File: config.mk
export PLATFORM = sky130hd
export DESIGN_NAME = motion_homing_sequencer_top_flat
export DESIGN_NICKNAME = d
export VERILOG_FILES = /design/src/rtl/hms_pkg.sv /design/src/rtl/hms_cmd_if.sv /design/src/rtl/hms_rsp_if.sv /design/src/rtl/motion_homing_sequencer_top.sv /design/src/rtl/hms_cfg.sv /design/src/rtl/hms_in_stage.sv /design/src/rtl/hms_core.sv /design/src/flat_wrapper.sv
export SDC_FILE = /design/constraint.sdc
export NUM_CORES = 1
export LEC_CHECK = 0
export BUFFER_PORTS_ARGS = -buffer_cell sky130_fd_sc_hd__buf_2
export CAP_MARGIN = 20
export CELL_PAD_IN_SITES_DETAIL_PLACEMENT = 2
export CELL_PAD_IN_SITES_GLOBAL_PLACEMENT = 2
export CORE_ASPECT_RATIO = 1.5
export CORE_UTILIZATION = 37
export CTS_CLUSTER_DIAMETER = 30
export DETAILED_ROUTE_END_ITERATION = 7
export GPL_ROUTABILITY_DRIVEN = 0
export PLACE_DENSITY_LB_ADDON = 0.1
export SYNTH_ARGS = -nofsm -noshare
export SYNTH_HDL_FRONTEND = slang
export SYNTH_SLANG_ARGS = --single-unit
File: constraint.sdc
create_clock -name clk -period 6.26 [get_ports clk]
set_clock_uncertainty 0.15 [all_clocks]
set_input_delay 0.626 -clock clk [delete_from_list [all_inputs] [get_ports clk]]
set_output_delay 0.626 -clock clk [all_outputs]
set_load 0.02 [all_outputs]
File: src/rtl/hms_pkg.sv
// ----------------------------------------------------------------------------
// hms_pkg
// Shared types, codes and method tables for the homing sequencer.
// ----------------------------------------------------------------------------
package hms_pkg;

	// timer and field widths
	localparam int TIMER_WIDTH_DEF = 48;
	localparam int TIME_W          = 48;
	localparam int POS_W           = 32;
	localparam int SPEED_W         = 31;
	localparam int TMO_W           = 32;
	localparam int US_PER_MS       = 1000;
	// (timeout + 1) * 1000 fits in 43 bits for any 32-bit timeout
	localparam int LIMIT_W         = 43;

	// configuration reset values
	localparam logic [5:0]         METHOD_RST       = 6'd35;
	localparam logic [SPEED_W-1:0] SPEED_SWITCH_RST = SPEED_W'(1000);
	localparam logic [SPEED_W-1:0] SPEED_ZERO_RST   = SPEED_W'(100);
	localparam logic [TMO_W-1:0]   TIMEOUT_MS_RST   = TMO_W'(30000);
	localparam logic [LIMIT_W-1:0] LIMIT_US_RST     =
		LIMIT_W'((30000 + 1) * US_PER_MS);

	// homing method numbers
	localparam logic [5:0] M_LIM_NEG    = 6'd1;
	localparam logic [5:0] M_LIM_POS    = 6'd2;
	localparam logic [5:0] M_SW_FIRST   = 6'd3;
	localparam logic [5:0] M_SW_REV_A   = 6'd4;
	localparam logic [5:0] M_SW_REV_B   = 6'd6;
	localparam logic [5:0] M_SW_LAST    = 6'd6;
	localparam logic [5:0] M_EDGE_FIRST = 6'd7;
	localparam logic [5:0] M_EDGE_LAST  = 6'd14;
	localparam logic [5:0] M_ANY_FIRST  = 6'd17;
	localparam logic [5:0] M_ANY_LAST   = 6'd30;
	localparam logic [5:0] M_IDX_FIRST  = 6'd33;
	localparam logic [5:0] M_IDX_LAST   = 6'd34;
	localparam logic [5:0] M_HERE_A     = 6'd35;
	localparam logic [5:0] M_HERE_B     = 6'd37;

	// configuration register indexes
	typedef enum logic [2:0] {
		CFG_METHOD       = 3'd0,
		CFG_SPEED_SWITCH = 3'd1,
		CFG_SPEED_ZERO   = 3'd2,
		CFG_HOME_OFFSET  = 3'd3,
		CFG_TIMEOUT_MS   = 3'd4
	} cfg_idx_t;

	// request operations (code 3 has no meaning)
	typedef enum logic [1:0] {
		OP_START  = 2'd0,
		OP_ABORT  = 2'd1,
		OP_UPDATE = 2'd2
	} op_t;

	typedef enum logic [1:0] {
		ERR_NONE    = 2'd0,
		ERR_TIMEOUT = 2'd1,
		ERR_METHOD  = 2'd2,
		ERR_ABORT   = 2'd3
	} err_t;

	// reported homing state codes
	localparam logic [2:0] HS_IDLE     = 3'd0;
	localparam logic [2:0] HS_SWITCH   = 3'd1;
	localparam logic [2:0] HS_REVERSE  = 3'd2;
	localparam logic [2:0] HS_INDEX    = 3'd3;
	localparam logic [2:0] HS_ATTAINED = 3'd4;
	localparam logic [2:0] HS_ERROR    = 3'd5;

	typedef enum logic [5:0] {
		ST_IDLE     = 6'b000001,
		ST_SWITCH   = 6'b000010,
		ST_REVERSE  = 6'b000100,
		ST_INDEX    = 6'b001000,
		ST_ATTAINED = 6'b010000,
		ST_ERROR    = 6'b100000
	} state_t;

	typedef enum logic [2:0] {
		GRP_HERE,
		GRP_LIM_IDX,
		GRP_SW_IDX,
		GRP_EDGE,
		GRP_ANY_LIM,
		GRP_INDEX,
		GRP_BAD
	} grp_t;

	typedef struct packed {
		logic [5:0]               method;
		logic [SPEED_W-1:0]       speed_switch;
		logic [SPEED_W-1:0]       speed_zero;
		logic signed [POS_W-1:0]  home_offset;
		logic [LIMIT_W-1:0]       limit_us;
	} hms_cfg_t;

	typedef struct packed {
		logic [1:0]              operation;
		logic signed [POS_W-1:0] position;
		logic [TIME_W-1:0]       time_us;
		logic                    negative_limit;
		logic                    positive_limit;
		logic                    home_switch;
		logic                    index_pulse;
	} hms_item_t;

	typedef struct packed {
		logic                    op_result;
		logic                    velocity_write;
		logic signed [POS_W-1:0] target_velocity;
		logic [2:0]              homing_state;
		logic [1:0]              error_code;
		logic signed [POS_W-1:0] home_position;
		logic                    done_event;
		logic                    done_success;
	} hms_result_t;

	function automatic grp_t method_group(input logic [5:0] m);
		grp_t g;
		g = GRP_BAD;
		if (m == M_HERE_A || m == M_HERE_B)
			g = GRP_HERE;
		else if (m == M_LIM_NEG || m == M_LIM_POS)
			g = GRP_LIM_IDX;
		else if (m >= M_SW_FIRST && m <= M_SW_LAST)
			g = GRP_SW_IDX;
		else if (m >= M_EDGE_FIRST && m <= M_EDGE_LAST)
			g = GRP_EDGE;
		else if (m >= M_ANY_FIRST && m <= M_ANY_LAST)
			g = GRP_ANY_LIM;
		else if (m >= M_IDX_FIRST && m <= M_IDX_LAST)
			g = GRP_INDEX;
		return g;
	endfunction

	// methods whose first search runs toward negative positions
	function automatic logic starts_negative(input logic [5:0] m);
		logic n;
		case (m) inside
			6'd1, 6'd5, 6'd6, 6'd9, 6'd10, 6'd13, 6'd14, 6'd17, 6'd18,
			6'd21, 6'd22, 6'd25, 6'd26, 6'd33: n = 1'b1;
			default: n = 1'b0;
		endcase
		return n;
	endfunction

	function automatic logic [2:0] state_code(input state_t s);
		logic [2:0] c;
		unique case (s)
			ST_IDLE:     c = HS_IDLE;
			ST_SWITCH:   c = HS_SWITCH;
			ST_REVERSE:  c = HS_REVERSE;
			ST_INDEX:    c = HS_INDEX;
			ST_ATTAINED: c = HS_ATTAINED;
			ST_ERROR:    c = HS_ERROR;
			default:     c = HS_IDLE;
		endcase
		return c;
	endfunction

endpackage

File: src/rtl/hms_cmd_if.sv
// ----------------------------------------------------------------------------
// hms_cmd_if
// Request channel into the homing sequencer: start, abort or update.
// ----------------------------------------------------------------------------
interface hms_cmd_if;
	logic               valid;
	logic               ready;
	logic [1:0]         operation;
	logic signed [31:0] position;
	logic [47:0]        time_us;
	logic               negative_limit;
	logic               positive_limit;
	logic               home_switch;
	logic               index_pulse;

	modport source (
		output valid, operation, position, time_us,
		output negative_limit, positive_limit, home_switch, index_pulse,
		input  ready
	);
	modport sink (
		input  valid, operation, position, time_us,
		input  negative_limit, positive_limit, home_switch, index_pulse,
		output ready
	);
endinterface

File: src/rtl/hms_rsp_if.sv
// ----------------------------------------------------------------------------
// hms_rsp_if
// Result channel out of the homing sequencer, one result per request taken.
// ----------------------------------------------------------------------------
interface hms_rsp_if;
	logic               valid;
	logic               ready;
	logic               op_result;
	logic               velocity_write;
	logic signed [31:0] target_velocity;
	logic [2:0]         homing_state;
	logic [1:0]         error_code;
	logic signed [31:0] home_position;
	logic               done_event;
	logic               done_success;

	modport source (
		output valid, op_result, velocity_write, target_velocity, homing_state,
		output error_code, home_position, done_event, done_success,
		input  ready
	);
	modport sink (
		input  valid, op_result, velocity_write, target_velocity, homing_state,
		input  error_code, home_position, done_event, done_success,
		output ready
	);
endinterface

File: src/rtl/motion_homing_sequencer_top.sv
// ----------------------------------------------------------------------------
// motion_homing_sequencer_top
// Homing run sequencer: start/abort/update requests in, one result out each.
// ----------------------------------------------------------------------------
//   channel  dir  handshake        payload
//   cmd      in   valid/ready      operation, position, time_us, switch bits
//   rsp      out  valid/ready      op_result, velocity, state, error, home, done
//   cfg      in   cfg_we only      cfg_index selects register, cfg_wdata
//
// Each request is held in the input register and is decided on the way into
// the result register; a new request enters every cycle while the result
// side does not stall.
// A stalled result holds; the input register keeps taking a request as long
// as the result register frees up in the same cycle.
// Reset clears the run state and loads the configuration defaults.
// ----------------------------------------------------------------------------
module motion_homing_sequencer_top
	import hms_pkg::*;
#(
	parameter int TIMER_WIDTH = TIMER_WIDTH_DEF
) (
	input  logic        clk,
	input  logic        arst_n,
	hms_cmd_if.sink     cmd,
	hms_rsp_if.source   rsp,
	input  logic        cfg_we,
	input  logic [2:0]  cfg_index,
	input  logic [31:0] cfg_wdata
);

	hms_cfg_t  cfg;
	hms_item_t item_s1;
	logic      valid_s1;
	logic      advance;

	hms_cfg u_cfg (
		.clk       (clk),
		.arst_n    (arst_n),
		.cfg_we    (cfg_we),
		.cfg_index (cfg_index),
		.cfg_wdata (cfg_wdata),
		.cfg       (cfg)
	);

	hms_in_stage u_in (
		.clk      (clk),
		.arst_n   (arst_n),
		.cmd      (cmd),
		.advance  (advance),
		.valid_s1 (valid_s1),
		.item_s1  (item_s1)
	);

	hms_core #(
		.TIMER_WIDTH (TIMER_WIDTH)
	) u_core (
		.clk      (clk),
		.arst_n   (arst_n),
		.cfg      (cfg),
		.valid_s1 (valid_s1),
		.item_s1  (item_s1),
		.advance  (advance),
		.rsp      (rsp)
	);

endmodule

File: src/rtl/hms_cfg.sv
// ----------------------------------------------------------------------------
// hms_cfg
// Configuration register file; keeps the timeout as a microsecond limit.
// ----------------------------------------------------------------------------
module hms_cfg
	import hms_pkg::*;
(
	input  logic        clk,
	input  logic        arst_n,
	input  logic        cfg_we,
	input  logic [2:0]  cfg_index,
	input  logic [31:0] cfg_wdata,
	output hms_cfg_t    cfg
);

	logic [5:0]              method_q;
	logic [SPEED_W-1:0]      speed_switch_q;
	logic [SPEED_W-1:0]      speed_zero_q;
	logic signed [POS_W-1:0] home_offset_q;
	logic [LIMIT_W-1:0]      limit_us_q;
	logic [LIMIT_W-1:0]      tmo_plus1;
	logic [LIMIT_W-1:0]      limit_d;

	// elapsed/1000 > T  <=>  elapsed >= (T+1)*1000
	assign tmo_plus1 = LIMIT_W'(cfg_wdata) + LIMIT_W'(1);
	assign limit_d   = LIMIT_W'(tmo_plus1 * LIMIT_W'(US_PER_MS));

	// register writes
	always_ff @(posedge clk or negedge arst_n) begin
		if (!arst_n) begin
			method_q       <= METHOD_RST;
			speed_switch_q <= SPEED_SWITCH_RST;
			speed_zero_q   <= SPEED_ZERO_RST;
			home_offset_q  <= '0;
			limit_us_q     <= LIMIT_US_RST;
		end else if (cfg_we) begin
			unique case (cfg_idx_t'(cfg_index))
				CFG_METHOD:       method_q       <= cfg_wdata[5:0];
				CFG_SPEED_SWITCH: speed_switch_q <= cfg_wdata[SPEED_W-1:0];
				CFG_SPEED_ZERO:   speed_zero_q   <= cfg_wdata[SPEED_W-1:0];
				CFG_HOME_OFFSET:  home_offset_q  <= cfg_wdata;
				CFG_TIMEOUT_MS:   limit_us_q     <= limit_d;
				default:          ;
			endcase
		end
	end

	assign cfg.method       = method_q;
	assign cfg.speed_switch = speed_switch_q;
	assign cfg.speed_zero   = speed_zero_q;
	assign cfg.home_offset  = home_offset_q;
	assign cfg.limit_us     = limit_us_q;

endmodule

File: src/rtl/hms_in_stage.sv
// ----------------------------------------------------------------------------
// hms_in_stage
// Input register: takes a request whenever the stage is empty or drains.
// ----------------------------------------------------------------------------
module hms_in_stage
	import hms_pkg::*;
(
	input  logic      clk,
	input  logic      arst_n,
	hms_cmd_if.sink   cmd,
	input  logic      advance,
	output logic      valid_s1,
	output hms_item_t item_s1
);

	logic take;

	assign cmd.ready = !valid_s1 || advance;
	assign take      = cmd.valid && cmd.ready;

	// stage occupancy
	always_ff @(posedge clk or negedge arst_n) begin
		if (!arst_n)
			valid_s1 <= 1'b0;
		else if (take)
			valid_s1 <= 1'b1;
		else if (advance)
			valid_s1 <= 1'b0;
	end

	// payload
	always_ff @(posedge clk) begin
		if (take) begin
			item_s1.operation      <= cmd.operation;
			item_s1.position       <= cmd.position;
			item_s1.time_us        <= cmd.time_us;
			item_s1.negative_limit <= cmd.negative_limit;
			item_s1.positive_limit <= cmd.positive_limit;
			item_s1.home_switch    <= cmd.home_switch;
			item_s1.index_pulse    <= cmd.index_pulse;
		end
	end

endmodule

File: src/rtl/hms_core.sv
// ----------------------------------------------------------------------------
// hms_core
// Homing state, method decision per request and the result register.
// ----------------------------------------------------------------------------
module hms_core
	import hms_pkg::*;
#(
	parameter int TIMER_WIDTH = TIMER_WIDTH_DEF
) (
	input  logic      clk,
	input  logic      arst_n,
	input  hms_cfg_t  cfg,
	input  logic      valid_s1,
	input  hms_item_t item_s1,
	output logic      advance,
	hms_rsp_if.source rsp
);

	localparam int CMP_W = (TIMER_WIDTH > LIMIT_W) ? TIMER_WIDTH : LIMIT_W;

	state_t                  st_q, st_d;
	err_t                    err_q, err_d;
	logic                    neg_q, neg_d;
	logic [TIMER_WIDTH-1:0]  stamp_q, stamp_d;
	logic signed [POS_W-1:0] home_q, home_d;

	logic                    out_valid_q;
	hms_result_t             res_q, res_d;

	logic                    fire;
	grp_t                    grp;
	logic [TIMER_WIDTH-1:0]  now;
	logic [TIMER_WIDTH-1:0]  elapsed;
	logic                    expired;
	logic                    lim_hit;
	logic                    live_upd;
	logic                    vel;
	logic                    vel_neg;
	logic [SPEED_W-1:0]      vel_mag;
	logic [POS_W-1:0]        vel_abs;
	logic                    capture;
	logic                    done;

	assign advance = !out_valid_q || rsp.ready;
	assign fire    = valid_s1 && advance;

	// timeout: wrapped timestamp difference against the microsecond limit
	assign now     = TIMER_WIDTH'(item_s1.time_us);
	assign elapsed = now - stamp_q;
	assign expired = CMP_W'(elapsed) >= CMP_W'(cfg.limit_us);

	assign grp     = method_group(cfg.method);
	assign lim_hit = (cfg.method == M_LIM_NEG) ? item_s1.negative_limit
	                                           : item_s1.positive_limit;

	// per-request decision
	always_comb begin
		st_d     = st_q;
		err_d    = err_q;
		neg_d    = neg_q;
		stamp_d  = stamp_q;
		home_d   = home_q;
		vel      = 1'b0;
		vel_neg  = 1'b0;
		vel_mag  = '0;
		capture  = 1'b0;
		done     = 1'b0;
		live_upd = 1'b0;
		res_d    = '0;

		case (op_t'(item_s1.operation))
			OP_START: begin
				if (st_q == ST_IDLE || st_q == ST_ATTAINED) begin
					st_d               = ST_SWITCH;
					err_d              = ERR_NONE;
					stamp_d            = now;
					neg_d              = starts_negative(cfg.method);
					res_d.op_result    = 1'b1;
					vel                = (grp != GRP_HERE);
					vel_mag            = vel ? cfg.speed_switch : '0;
					vel_neg            = neg_d;
				end
			end
			OP_ABORT: begin
				if (st_q != ST_IDLE && st_q != ST_ATTAINED) begin
					vel   = 1'b1;
					st_d  = ST_ERROR;
					err_d = ERR_ABORT;
					done  = 1'b1;
				end
			end
			OP_UPDATE: begin
				if (st_q == ST_SWITCH || st_q == ST_REVERSE || st_q == ST_INDEX) begin
					live_upd = 1'b1;
					if (expired) begin
						vel   = 1'b1;
						st_d  = ST_ERROR;
						err_d = ERR_TIMEOUT;
						done  = 1'b1;
					end else begin
						case (grp)
							GRP_HERE: capture = 1'b1;
							GRP_LIM_IDX: begin
								if (st_q == ST_SWITCH && lim_hit) begin
									neg_d   = (cfg.method == M_LIM_POS);
									vel     = 1'b1;
									vel_mag = cfg.speed_zero;
									vel_neg = neg_d;
									st_d    = ST_INDEX;
								end else if (st_q == ST_INDEX && item_s1.index_pulse) begin
									vel     = 1'b1;
									capture = 1'b1;
								end
							end
							GRP_SW_IDX: begin
								if (st_q == ST_SWITCH && item_s1.home_switch) begin
									if (cfg.method == M_SW_REV_A || cfg.method == M_SW_REV_B)
										neg_d = !neg_q;
									vel     = 1'b1;
									vel_mag = cfg.speed_zero;
									vel_neg = neg_d;
									st_d    = ST_INDEX;
								end else if (st_q == ST_INDEX && item_s1.index_pulse) begin
									vel     = 1'b1;
									capture = 1'b1;
								end
							end
							GRP_EDGE: begin
								// odd methods stop on the rising edge
								if (st_q == ST_SWITCH && item_s1.home_switch) begin
									if (cfg.method[0]) begin
										vel     = 1'b1;
										capture = 1'b1;
									end else begin
										neg_d   = !neg_q;
										vel     = 1'b1;
										vel_mag = cfg.speed_zero;
										vel_neg = neg_d;
										st_d    = ST_REVERSE;
									end
								end else if (st_q == ST_REVERSE && !item_s1.home_switch) begin
									vel     = 1'b1;
									capture = 1'b1;
								end
							end
							GRP_ANY_LIM: begin
								if (item_s1.negative_limit || item_s1.positive_limit) begin
									vel     = 1'b1;
									capture = 1'b1;
								end
							end
							GRP_INDEX: begin
								if (item_s1.index_pulse) begin
									vel     = 1'b1;
									capture = 1'b1;
								end
							end
							default: begin
								st_d  = ST_ERROR;
								err_d = ERR_METHOD;
								done  = 1'b1;
							end
						endcase
					end
				end
			end
			default: ;
		endcase

		// successful end of run
		if (capture) begin
			home_d             = POS_W'(item_s1.position + cfg.home_offset);
			st_d               = ST_ATTAINED;
			err_d              = ERR_NONE;
			done               = 1'b1;
			res_d.done_success = 1'b1;
		end

		if (live_upd)
			res_d.op_result = (st_d == ST_SWITCH || st_d == ST_REVERSE ||
			                   st_d == ST_INDEX);

		vel_abs                = POS_W'(vel_mag);
		res_d.velocity_write   = vel;
		res_d.target_velocity  = vel_neg ? POS_W'(-vel_abs) : vel_abs;
		res_d.homing_state     = state_code(st_d);
		res_d.error_code       = err_d;
		res_d.home_position    = home_d;
		res_d.done_event       = done;
	end

	// run state
	always_ff @(posedge clk or negedge arst_n) begin
		if (!arst_n) begin
			st_q    <= ST_IDLE;
			err_q   <= ERR_NONE;
			neg_q   <= 1'b0;
			stamp_q <= '0;
			home_q  <= '0;
		end else if (fire) begin
			st_q    <= st_d;
			err_q   <= err_d;
			neg_q   <= neg_d;
			stamp_q <= stamp_d;
			home_q  <= home_d;
		end
	end

	// result register
	always_ff @(posedge clk or negedge arst_n) begin
		if (!arst_n)
			out_valid_q <= 1'b0;
		else if (fire)
			out_valid_q <= 1'b1;
		else if (rsp.ready)
			out_valid_q <= 1'b0;
	end

	always_ff @(posedge clk) begin
		if (fire)
			res_q <= res_d;
	end

	assign rsp.valid           = out_valid_q;
	assign rsp.op_result       = res_q.op_result;
	assign rsp.velocity_write  = res_q.velocity_write;
	assign rsp.target_velocity = res_q.target_velocity;
	assign rsp.homing_state    = res_q.homing_state;
	assign rsp.error_code      = res_q.error_code;
	assign rsp.home_position   = res_q.home_position;
	assign rsp.done_event      = res_q.done_event;
	assign rsp.done_success    = res_q.done_success;

	// a stored error code always goes with the error state
	a_err_state: assert property (@(posedge clk) disable iff (!arst_n)
		(err_q != ERR_NONE) |-> (st_q == ST_ERROR))
		else $error("error code held outside error state");

	// a successful result reports attained
	a_success_attained: assert property (@(posedge clk) disable iff (!arst_n)
		(out_valid_q && res_q.done_success) |->
		(res_q.done_event && res_q.homing_state == HS_ATTAINED))
		else $error("success reported without attained state");

	// no velocity command means a zero velocity field
	a_vel_zero: assert property (@(posedge clk) disable iff (!arst_n)
		(out_valid_q && !res_q.velocity_write) |-> (res_q.target_velocity == '0))
		else $error("velocity value without a velocity command");

	// a result taken with no new request behind it leaves the register empty
	a_drain: assert property (@(posedge clk) disable iff (!arst_n)
		(out_valid_q && rsp.ready && !valid_s1) |=> !out_valid_q)
		else $error("result register did not drain");

endmodule

File: src/flat_wrapper.sv
// flat-port wrapper written by rule: the top's interface ports become plain ports
module motion_homing_sequencer_top_flat import hms_pkg::*;
#(
	parameter int TIMER_WIDTH = TIMER_WIDTH_DEF
)
  (clk, arst_n, cfg_we, cfg_index, cfg_wdata, cmd_valid, cmd_operation, cmd_position, cmd_time_us, cmd_negative_limit, cmd_positive_limit, cmd_home_switch, cmd_index_pulse, cmd_ready, rsp_valid, rsp_op_result, rsp_velocity_write, rsp_target_velocity, rsp_homing_state, rsp_error_code, rsp_home_position, rsp_done_event, rsp_done_success, rsp_ready);
  hms_cmd_if cmd_i ();
  hms_rsp_if rsp_i ();
  input  logic clk;
  input  logic arst_n;
  input  logic cfg_we;
  input  logic [2:0] cfg_index;
  input  logic [31:0] cfg_wdata;
  input wire logic [$bits(cmd_i.valid)-1:0] cmd_valid;
  input wire logic [$bits(cmd_i.operation)-1:0] cmd_operation;
  input wire logic [$bits(cmd_i.position)-1:0] cmd_position;
  input wire logic [$bits(cmd_i.time_us)-1:0] cmd_time_us;
  input wire logic [$bits(cmd_i.negative_limit)-1:0] cmd_negative_limit;
  input wire logic [$bits(cmd_i.positive_limit)-1:0] cmd_positive_limit;
  input wire logic [$bits(cmd_i.home_switch)-1:0] cmd_home_switch;
  input wire logic [$bits(cmd_i.index_pulse)-1:0] cmd_index_pulse;
  output wire logic [$bits(cmd_i.ready)-1:0] cmd_ready;
  output wire logic [$bits(rsp_i.valid)-1:0] rsp_valid;
  output wire logic [$bits(rsp_i.op_result)-1:0] rsp_op_result;
  output wire logic [$bits(rsp_i.velocity_write)-1:0] rsp_velocity_write;
  output wire logic [$bits(rsp_i.target_velocity)-1:0] rsp_target_velocity;
  output wire logic [$bits(rsp_i.homing_state)-1:0] rsp_homing_state;
  output wire logic [$bits(rsp_i.error_code)-1:0] rsp_error_code;
  output wire logic [$bits(rsp_i.home_position)-1:0] rsp_home_position;
  output wire logic [$bits(rsp_i.done_event)-1:0] rsp_done_event;
  output wire logic [$bits(rsp_i.done_success)-1:0] rsp_done_success;
  input wire logic [$bits(rsp_i.ready)-1:0] rsp_ready;
  assign cmd_i.valid = cmd_valid;
  assign cmd_i.operation = cmd_operation;
  assign cmd_i.position = cmd_position;
  assign cmd_i.time_us = cmd_time_us;
  assign cmd_i.negative_limit = cmd_negative_limit;
  assign cmd_i.positive_limit = cmd_positive_limit;
  assign cmd_i.home_switch = cmd_home_switch;
  assign cmd_i.index_pulse = cmd_index_pulse;
  assign cmd_ready = cmd_i.ready;
  assign rsp_valid = rsp_i.valid;
  assign rsp_op_result = rsp_i.op_result;
  assign rsp_velocity_write = rsp_i.velocity_write;
  assign rsp_target_velocity = rsp_i.target_velocity;
  assign rsp_homing_state = rsp_i.homing_state;
  assign rsp_error_code = rsp_i.error_code;
  assign rsp_home_position = rsp_i.home_position;
  assign rsp_done_event = rsp_i.done_event;
  assign rsp_done_success = rsp_i.done_success;
  assign rsp_i.ready = rsp_ready;
  motion_homing_sequencer_top #(.TIMER_WIDTH(TIMER_WIDTH)) u_core (.clk(clk), .arst_n(arst_n), .cmd(cmd_i), .rsp(rsp_i), .cfg_we(cfg_we), .cfg_index(cfg_index), .cfg_wdata(cfg_wdata));
endmodule
==> metrics, run 1 <==
status=finished with violations; violated checks=negative setup slack; WP data arrival=6.72 ns; Initial DRT Pass Iterations=6; final setup TNS=-1.878 ns; number of CTS-inserted buffers=82; Detail Route Antenna Nets=0; mean post-synth cell area=10.43 µm²; CP Capture Type=flop; kind of critical path=flop to flop; Async SR Flop Fraction=0.5923; largest net degree at the start of global routing=145; Tmin final=6.480 ns; die width=223.1 µm; reg2reg end=u_core.u_core.rsp.target_velocity[24]; met3 WL post-DR=3.077 mm; Peak VDD IR=296.1 µV; Ant. Diodes=0; Core Util, Final=0.5177; r2r startpoint=u_core.u_in.item_s1[5]; Leakage=16.75 nW; Most used DFF post-synth=dfrtp_1; Pwr per Cell Area=517.4 nW/µm²; Total GRT Usage=0.2620; Mapped Nets=3062; Final Hold Fails=0; critical path's slowest cell=or4b_4; Synth cell types=96; worst-path maximum fanout=4; wire length on met2=60.77 mm; Tcrit/Tclk final=1.035; GRT overflow=0; met1 wire length=36.75 mm; Vias per Instance=5.434; Worst slew margin=0.1634; core area=72520 µm²; fin worst setup slack=-0.2201 ns; vias post-DR=23190; Root Driver=clkbuf_16; #FFs+latches synth=390; Die H=333.7 µm; Nets=3734; final instance area=37540 µm²; Syn Std Cell Area=27140 µm²; Initial DRC Count=858; critical path startpoint category=flop; initial antenna violation count=7; routed len/inst=25.17 µm; clock slew at reported path FFs=0.05 ns; synth warn=0; fin. max-slew vios=0; DR DRC count=0; Port Buffer Count=200; register area share after synthesis=0.3901; hold path cells=1; Clock Path Buffers=3; vias in the first global route=26950; Post-Syn Instances=2603; Area growth syn-to-layout=38.32%; worst hold start=cmd_time_us[8]; worst skew pair latency=0.65 ns; Worst Hold Class=primary input to flop; CP max stage delay=0.49 ns; Ports=201; crit path to=u_core.u_core.rsp.target_velocity[24]; R2R setup slack=-0.22 ns; post-placement cell count=3979; setup repair after global routing missed its margin=yes; Starting Density=0.3743; post-DP HPWL=72.21 mm; first-pass GRT wire length=151.1 mm; CTS tree=built; final setup vio count=21; Sink Count=390; Cell Area, Placed=31720 µm²; critical path required time=6.50 ns; CTS H-tree lvls=3; max layer used=met5; Worst-Margin Slew=1.243 ns; Die ar.=74470 µm²; cells on worst reg2reg path=30; total power=19.43 mW; WL final=107.4 mm; # rows=121; share of post-route cells with drive strength above 1=0.3653; Max-Cap Viols=0; Post-synth EDFFs=159; achievable frequency=154.3 MHz; CP startpoint=u_core.u_in.item_s1[5]; Finished Layout Cells=4267
[kinds of logic (layout without fill, tap and decap cells)]
logic type	count (synthesis)	in the layout	share of synthesized area
AO/OA/AOI/OAI	623	623	0.1536
XOR/XNOR	171	171	0.05518
adder cells (fa/ha/maj)	333	333	0.1875
buffers and inverters	327	1069	0.04840
flip-flops	390	390	0.3901
multiplexers	138	138	0.05702
AND/OR/NAND/NOR	621	621	0.1082
[critical path, delay by kind of cell (launching register included)]
| family | cells | cell delay (ns) |
|---|---|---|
| AOI/OAI and AO/OA | 16 | 2.91 |
| and+or+nand+nor | 7 | 1.49 |
| adders and majority gates | 3 | 0.79 |
| DFF | 1 | 0.45 |
| xor gates and xnor gates | 2 | 0.25 |
| buffers and inverters | 2 | 0.20 |
[where the power goes]
group          leakage [nW]  total [mW]  switching [mW]  internal [mW]
combinational          11.0        11.1            5.97           5.15
sequential             4.37        3.72           0.465           3.26
clock                  1.41        4.59            1.69           2.90
[per-stage QoR]
| step | setup WS, ns | hold slack (ns) |
|---|---|---|
| after global routing | -0.4258 | 0.02198 |
| after floorplan | -0.4425 | 0.1804 |
| after CTS | -0.1478 | 0.0003316 |
| after global placement | -0.6804 | 0.2994 |
| final | -0.2201 | 0.04261 |
| after detailed placement | -0.9642 | 0.3111 |
[layout by cell type (no fill, tap or decap), types with 12 or more instances in the layout]
| cell type | count |
|---|---|
| xnor2_1 | 83 |
| and3_1 | 18 |
| inv_1 | 211 |
| o21a_1 | 19 |
| xnor2_2 | 19 |
| a21oi_1 | 103 |
| fa_1 | 114 |
| dfstp_2 | 26 |
| a31oi_1 | 15 |
| inv_6 | 18 |
| dlygate4sd3_1 | 66 |
| nand2_1 | 240 |
| o21ai_1 | 17 |
| o21ai_2 | 16 |
| nor2_1 | 107 |
| a21oi_2 | 26 |
| a22oi_1 | 25 |
| buf_4 | 367 |
| o31ai_1 | 12 |
| nand3_1 | 27 |
| a21o_1 | 63 |
| o21bai_1 | 12 |
| or3_1 | 15 |
| ha_4 | 23 |
| xor2_2 | 15 |
| o21ai_0 | 165 |
| nand4_1 | 19 |
| dfrtp_1 | 205 |
| buf_2 | 192 |
| mux2_2 | 132 |
| xor2_1 | 49 |
| nor3_1 | 27 |
| buf_6 | 25 |
| clkbuf_16 | 93 |
| inv_2 | 30 |
| nand2b_1 | 28 |
| nand2_2 | 21 |
| edfxtp_1 | 159 |
| ha_1 | 183 |
| nor2b_1 | 24 |
[how the worst min path moves through the flow]
stage / end / slack, ns
3_5_place_dp: u_core.u_core.home_q[0] / 0.31
4_1_cts: u_core.u_in.item_s1[29] / 0.0003
5_1_grt: u_core.u_in.item_s1[29] / 0.02
2_1_floorplan: u_core.u_cfg.home_offset_q[0] / 0.18
3_3_place_gp: u_core.u_core.home_q[28] / 0.30
6_report: u_core.u_in.item_s1[12] / 0.04
[timing repair]
action / CTS / global route
hold buffers: 66 / 0
buffers inserted: 26 / 44
setup endpoints to repair: 120 / 119
cloned: 0 / 7
resized for setup: 93 / 241
pin swaps: 68 / 164
endpoints found under the hold margin: 139 / 0
[cell type report]
type / count / area, µm²
well taps: 922 / 1154
inverters: 243 / 917.1
repair buffers: 672 / 5111
multi-input cells: 1886 / 16860
flip-flops and latches: 390 / 10590
clock buffers: 99 / 2252
clock inverters: 55 / 661.9
fillers: 7193 / 34980
[layer usage]
layer	vias to the layer above	global-route usage
met5	-	0
met4	6	0.1300
met3	261	0.03330
met2	488	0.5284
met1	11900	0.2560
li1	10530	-
[synthesized netlist by cell type (26+ instances only)]
cell      number  area share
nor2_1       124       0.017
nand2b_1      31      0.0071
a21o_1        63       0.017
nor2b_1       27      0.0062
xnor2_1      106       0.034
dfstp_2       26       0.025
clkbuf_1      56      0.0077
a31oi_1       30      0.0069
nor3_1        36      0.0066
mux2_2       133       0.055
xor2_1        65       0.021
nand3_1       33      0.0061
o21ai_0      185       0.034
dfrtp_1      205        0.19
inv_1        242       0.033
ha_1         210       0.097
edfxtp_1     159        0.18
a21oi_1      130       0.024
nand2_1      249       0.034
fa_1         123       0.091
a22oi_1       27      0.0075
[sequential cells by signal, summed over array words and instances, names as in the netlist]
signal / cells
u_core.u_in.item_s1: 86
u_core.u_cfg.home_offset_q: 32
u_core.u_in.valid_s1: 1
u_core.u_core.stamp_q: 48
u_core.u_cfg.method_q: 6
u_core.u_core.neg_q: 1
u_core.u_core.rsp.target_velocity: 32
u_core.u_cfg.speed_zero_q: 31
u_core.u_core.rsp.homing_state: 3
u_core.u_cfg.limit_us_q: 40
u_core.u_core.rsp.velocity_write: 1
u_core.u_core.rsp.home_position: 32
u_core.u_core.rsp.op_result: 1
u_core.u_cfg.speed_switch_q: 31
u_core.u_core.rsp.done_event: 1
u_core.u_core.st_q: 6
u_core.u_core.rsp.valid: 1
u_core.u_core.rsp.error_code: 2
u_core.u_core.rsp.done_success: 1
u_core.u_core.err_q: 2
u_core.u_core.home_q: 32
Note: power is estimated with default switching activity, not from simulation.
==> run 2: changes to the inputs <==
Settings changed: CORE_UTILIZATION 37 to 30, SLEW_MARGIN set to 20.
==> metrics, run 2 (synthesized netlist as in run 1, its figures left out) <==
share of post-route cells with drive strength above 1=0.3563; Nets=3782; first-pass GRT wire length=144.0 mm; internal power=11.09 mW; most frequent cells in the layout=buf_4, nand2_1, inv_1; CTS tree=built; hold_ws=0.03740 ns; Starting Density=0.3037; initial antenna violation count=11; Detail Route Antenna Nets=0; CP Capture Type=flop; fin. max-slew vios=0; final instance area=38220 µm²; GRT overflow=0; setup repair after global routing missed its margin=yes; Worst slew margin=0.2888; critical path's slowest cell=or4b_4; max reg flops=86; cells on worst reg2reg path=31; post-DP HPWL=69.15 mm; final setup vio count=25; vias post-DR=22490; Core Util, Final=0.4277; Vias per Instance=4.938; vias in the first global route=26320; core area=89360 µm²; Fillers=9344; post-placement cell count=4242; clock slew at reported path FFs=0.05 ns; Leakage=16.98 nW; achievable frequency=155.4 MHz; # rows=134; Top reg by flops=u_core.u_in.item_s1; Die ar.=91710 µm²; WP data arrival=6.67 ns; Worst-Margin Slew=1.058 ns; crit path to=u_core.u_core.rsp.target_velocity[16]; Net Sw Frac=0.3947; number of CTS-inserted buffers=86; CTS H-tree lvls=3; Worst Hold Class=primary input to flop; Max-Cap Viols=0; worst skew pair latency=0.65 ns; Cell Area, Placed=32230 µm²; CP max stage delay=0.49 ns; Flop pwr share=0.198; Die H=370.4 µm; Initial DRC Count=547; Initial DRT Pass Iterations=8; pre-CTS WS=-1.197 ns; P_sw=7.236 mW; Ports=201; CP startpoint=u_core.u_in.item_s1[4]; routed len/inst=20.37 µm; Pwr per Cell Area=479.6 nW/µm²; Area growth syn-to-layout=40.81%; violated checks=design-rule violations, negative setup slack; worst-path maximum fanout=4; kind of critical path=flop to flop; Total GRT Usage=0.2012; reg2reg end=u_core.u_core.rsp.target_velocity[16]; Top Registers=u_core.u_in.item_s1: 86 flops, u_core.u_core.stamp_q: 48 flops, u_core.u_cfg.limit_us_q: 40 flops; Tmin final=6.435 ns; die width=247.6 µm; Clk pwr share=0.252; Port Buffer Count=200; r2r startpoint=u_core.u_in.item_s1[4]; power share of the combinational group=0.551; critical path startpoint category=flop; status=finished with violations; Root Driver=clkbuf_16; Finished Layout Cells=4555; Final Hold Fails=0; fin worst setup slack=-0.1753 ns; Tcrit/Tclk final=1.028; commonest non-fill, non-tap cell in the layout=buf_4; Clock Path Buffers=3; Sink Count=390; WL final=92.78 mm; critical path required time=6.50 ns; largest net degree at the start of global routing=134; R2R setup slack=-0.18 ns; DR DRC count=5; total power=18.33 mW; Peak VDD IR=262.0 µV; final setup TNS=-1.316 ns
run 2: power by group through the flow:
stage	logic (mW)	clock network [mW]	registers, mW
2_1_floorplan	5.63	0	3.57
3_3_place_gp	8.86	0	3.63
3_5_place_dp	9.25	0	3.66
4_1_cts	9.83	4.74	3.63
5_1_grt	11.2	4.83	3.69
6_report	10.1	4.61	3.62
run 2: area by class of cell:
type | instances | area, µm² | share of cell area
clock inverter | 58 | 669.4 | 0.01752
clock buffer | 103 | 2296 | 0.06008
multi-input combinational | 1886 | 16770 | 0.4389
tap | 1156 | 1446 | 0.03785
inverter | 243 | 917.1 | 0.02400
timing repair buffer | 716 | 5519 | 0.1444
antenna | 3 | 7.507 | 0.0001964
sequential | 390 | 10590 | 0.2770
run 2: metal layers:
layer	vias up	track usage	part of all wire
li1	10640	-	-
met1	11340	0.2112	0.38
met2	339	0.3854	0.54
met3	168	0.03137	0.031
met4	10	0.09214	0.043
met5	-	0	0.00061
run 2: worst min path at each step:
| stage | start | endpoint | cells after the start |
|---|---|---|---|
| 2_1_floorplan | arst_n | u_core.u_cfg.home_offset_q[0] | 0 |
| 3_3_place_gp | u_core.u_core.home_q[28] | u_core.u_core.home_q[28] | 2 |
| 5_1_grt | cmd_time_us[46] | u_core.u_in.item_s1[50] | 1 |
| 6_report | cmd_time_us[46] | u_core.u_in.item_s1[50] | 1 |
| 3_5_place_dp | u_core.u_cfg.limit_us_q[25] | u_core.u_cfg.limit_us_q[25] | 2 |
| 4_1_cts | cmd_time_us[46] | u_core.u_in.item_s1[50] | 1 |
run 2: timing repair:
action | CTS | global route
hold buffers | 86 | 0
endpoints found under the hold margin | 167 | 0
resized for setup | 172 | 161
pin swaps | 92 | 118
endpoints found under the setup margin | 119 | 120
cloned | 6 | 1
setup buffers | 27 | 39
run 2: critical path, delay by kind of cell (launching register included):
family                     cells  cell delay (ns)
xor gates and xnor gates       2             0.26
and+or+nand+nor                7             1.47
adders and majority gates      4             0.84
AOI/OAI and AO/OA             14             2.52
buffers and inverters          4             0.52
DFF                            1             0.40
==> run 3: changes to the inputs <==
Settings changed: CORE_ASPECT_RATIO 1.5 to unset.
==> metrics, run 3 (synthesized netlist as in run 1, its figures left out) <==
CTS H-tree lvls=3; r2r startpoint=u_core.u_in.item_s1[4]; Hold Path Sink=u_core.u_cfg.home_offset_q[31]; CP Capture Type=flop; CP startpoint=u_core.u_in.item_s1[4]; critical path required time=6.54 ns; commonest non-fill, non-tap cell in the layout=buf_4; Port Buffer Count=200; power share of the combinational group=0.519; # rows=109; setup repair after global routing missed its margin=yes; Worst Hold Class=primary input to flop; Pwr per Cell Area=498.1 nW/µm²; Peak VDD IR=243.6 µV; R2R setup slack=-0.04 ns; Clock Path Buffers=3; Worst slew margin=0.3870; WL final=89.16 mm; Area growth syn-to-layout=40.40%; Tcrit/Tclk final=1.006; Ports=201; WP data arrival=6.58 ns; Detail Route Antenna Nets=0; clock slew at reported path FFs=0.04 ns; Clk pwr share=0.290; status=finished with violations; DR DRC count=0; core area=89060 µm²; most frequent cells in the layout=buf_4, nand2_1, inv_1; final setup vio count=4; Top reg by flops=u_core.u_in.item_s1; Die ar.=91680 µm²; violated checks=negative setup slack; pre-CTS WS=-0.9238 ns; GRT overflow=0; vias in the first global route=25960; Worst-Margin Slew=0.9195 ns; vias post-DR=22370; die width=302.8 µm; max layer used=met5; achievable frequency=158.8 MHz; met1 wire length=38.41 mm; Leakage=17.04 nW; fin. max-slew vios=0; Die H=302.8 µm; Vias per Instance=4.895; Final Hold Fails=0; cells on worst reg2reg path=32; post-DP HPWL=67.59 mm; Flop pwr share=0.191; worst hold start=cfg_wdata[31]; Total GRT Usage=0.1968; Initial DRC Count=582; Max-Cap Viols=0; Core Util, Final=0.4279; Root Driver=clkbuf_16; routed len/inst=19.51 µm; Ant. Diodes=0; wire length on met2=45.10 mm; Net Sw Frac=0.3803; family with the most delay on the worst path=compound AO/OA/AOI/OAI gates; largest net degree at the start of global routing=140; number of CTS-inserted buffers=106; critical path startpoint category=flop; Tmin final=6.296 ns; Top Registers=u_core.u_in.item_s1: 86 flops, u_core.u_core.stamp_q: 48 flops, u_core.u_cfg.limit_us_q: 40 flops; Sink Count=390; Starting Density=0.3048; Nets=3770; worst skew pair latency=0.70 ns; hold path cells=2; reg2reg end=u_core.u_core.rsp.target_velocity[30]; CTS tree=built; P_sw=7.217 mW; kind of critical path=flop to flop; Most Frequent Cell on Critical Path=a21oi_2; max reg flops=86; share of post-route cells with drive strength above 1=0.3463; met3 WL post-DR=2.938 mm; first-pass GRT wire length=142.5 mm; fin worst setup slack=-0.03588 ns; CP bufs+invs=2; initial antenna violation count=3; internal power=11.76 mW; CP max stage delay=0.54 ns; worst-path maximum fanout=4; critical path's slowest cell=or4b_4; Initial DRT Pass Iterations=4
[run 3: cell types whose count changed in the layout (fill, tap and decap cells not counted), sizes merged]
cell / previous run / this run
bufinv: 8 / 9
diode: 3 / 0
inv: 260 / 250
clkinv: 26 / 34
dlygate4sd3: 86 / 88
buf: 628 / 595
clkbuf: 105 / 146
[run 3: repair_timing]
item / 4_1_cts / 5_1_grt
resized for setup: 90 / 133
cloned: 1 / 1
pin swaps: 50 / 93
setup buffers: 34 / 23
endpoints found under the setup margin: 109 / 116
hold endpoints to repair: 123 / 1
hold buffers: 87 / 1
[run 3: area by class of cell]
| cell class | count | area, µm² |
|---|---|---|
| Fill cell | 9233 | 50950 |
| Multi-Input combinational cell | 1886 | 16400 |
| Sequential cell | 390 | 10590 |
| Timing Repair Buffer | 684 | 5051 |
| Clock buffer | 145 | 3003 |
| Tap cell | 1165 | 1458 |
| Inverter | 243 | 914.6 |
| Clock inverter | 57 | 695.7 |
[run 3: worst max-delay path by stage]
stage	end	slack, ns	cells after the start
finish	u_core.u_core.rsp.target_velocity[30]	-0.04	32
global route	u_core.u_core.rsp.target_velocity[30]	-0.36	32
CTS	u_core.u_core.rsp.target_velocity[30]	-0.11	31
detailed placement	u_core.u_cfg.limit_us_q[40]	-0.92	27
global placement	u_core.u_cfg.limit_us_q[42]	-0.72	27
floorplan	u_core.u_cfg.limit_us_q[41]	-0.44	24
[run 3: stage by stage]
| stage | total power [mW] | hold slack, ns | cell area, µm² | TNS (ns) | std cells |
|---|---|---|---|---|---|
| final | 18.98 | 0.08983 | 38110 | -0.1004 | 4570 |
| after global routing | 20.49 | 0.05740 | 38110 | -4.948 | 4570 |
| after CTS | 18.84 | 0.0004227 | 37280 | -0.3473 | 4550 |
| after detailed placement | 12.72 | 0.3129 | 32070 | -31.52 | 4230 |
| after global placement | 12.28 | 0.3017 | 32070 | -17.49 | 4230 |
| after floorplan | 9.204 | 0.1804 | 27340 | -2.571 | 2603 |
[run 3: metal layers]
| layer | vias up | GRT usage |
|---|---|---|
| met4 | 4 | 0.06018 |
| met1 | 11260 | 0.2347 |
| met5 | - | 0 |
| met2 | 313 | 0.3551 |
| met3 | 162 | 0.03745 |
| li1 | 10630 | - |
[run 3: power by group through the flow]
stage | combinational, mW | sequential, mW | clock, mW
global route | 11.0 | 3.70 | 5.76
finish | 9.85 | 3.63 | 5.50
CTS | 9.58 | 3.64 | 5.62
floorplan | 5.63 | 3.57 | 0
detailed placement | 9.06 | 3.66 | 0
global placement | 8.65 | 3.63 | 0
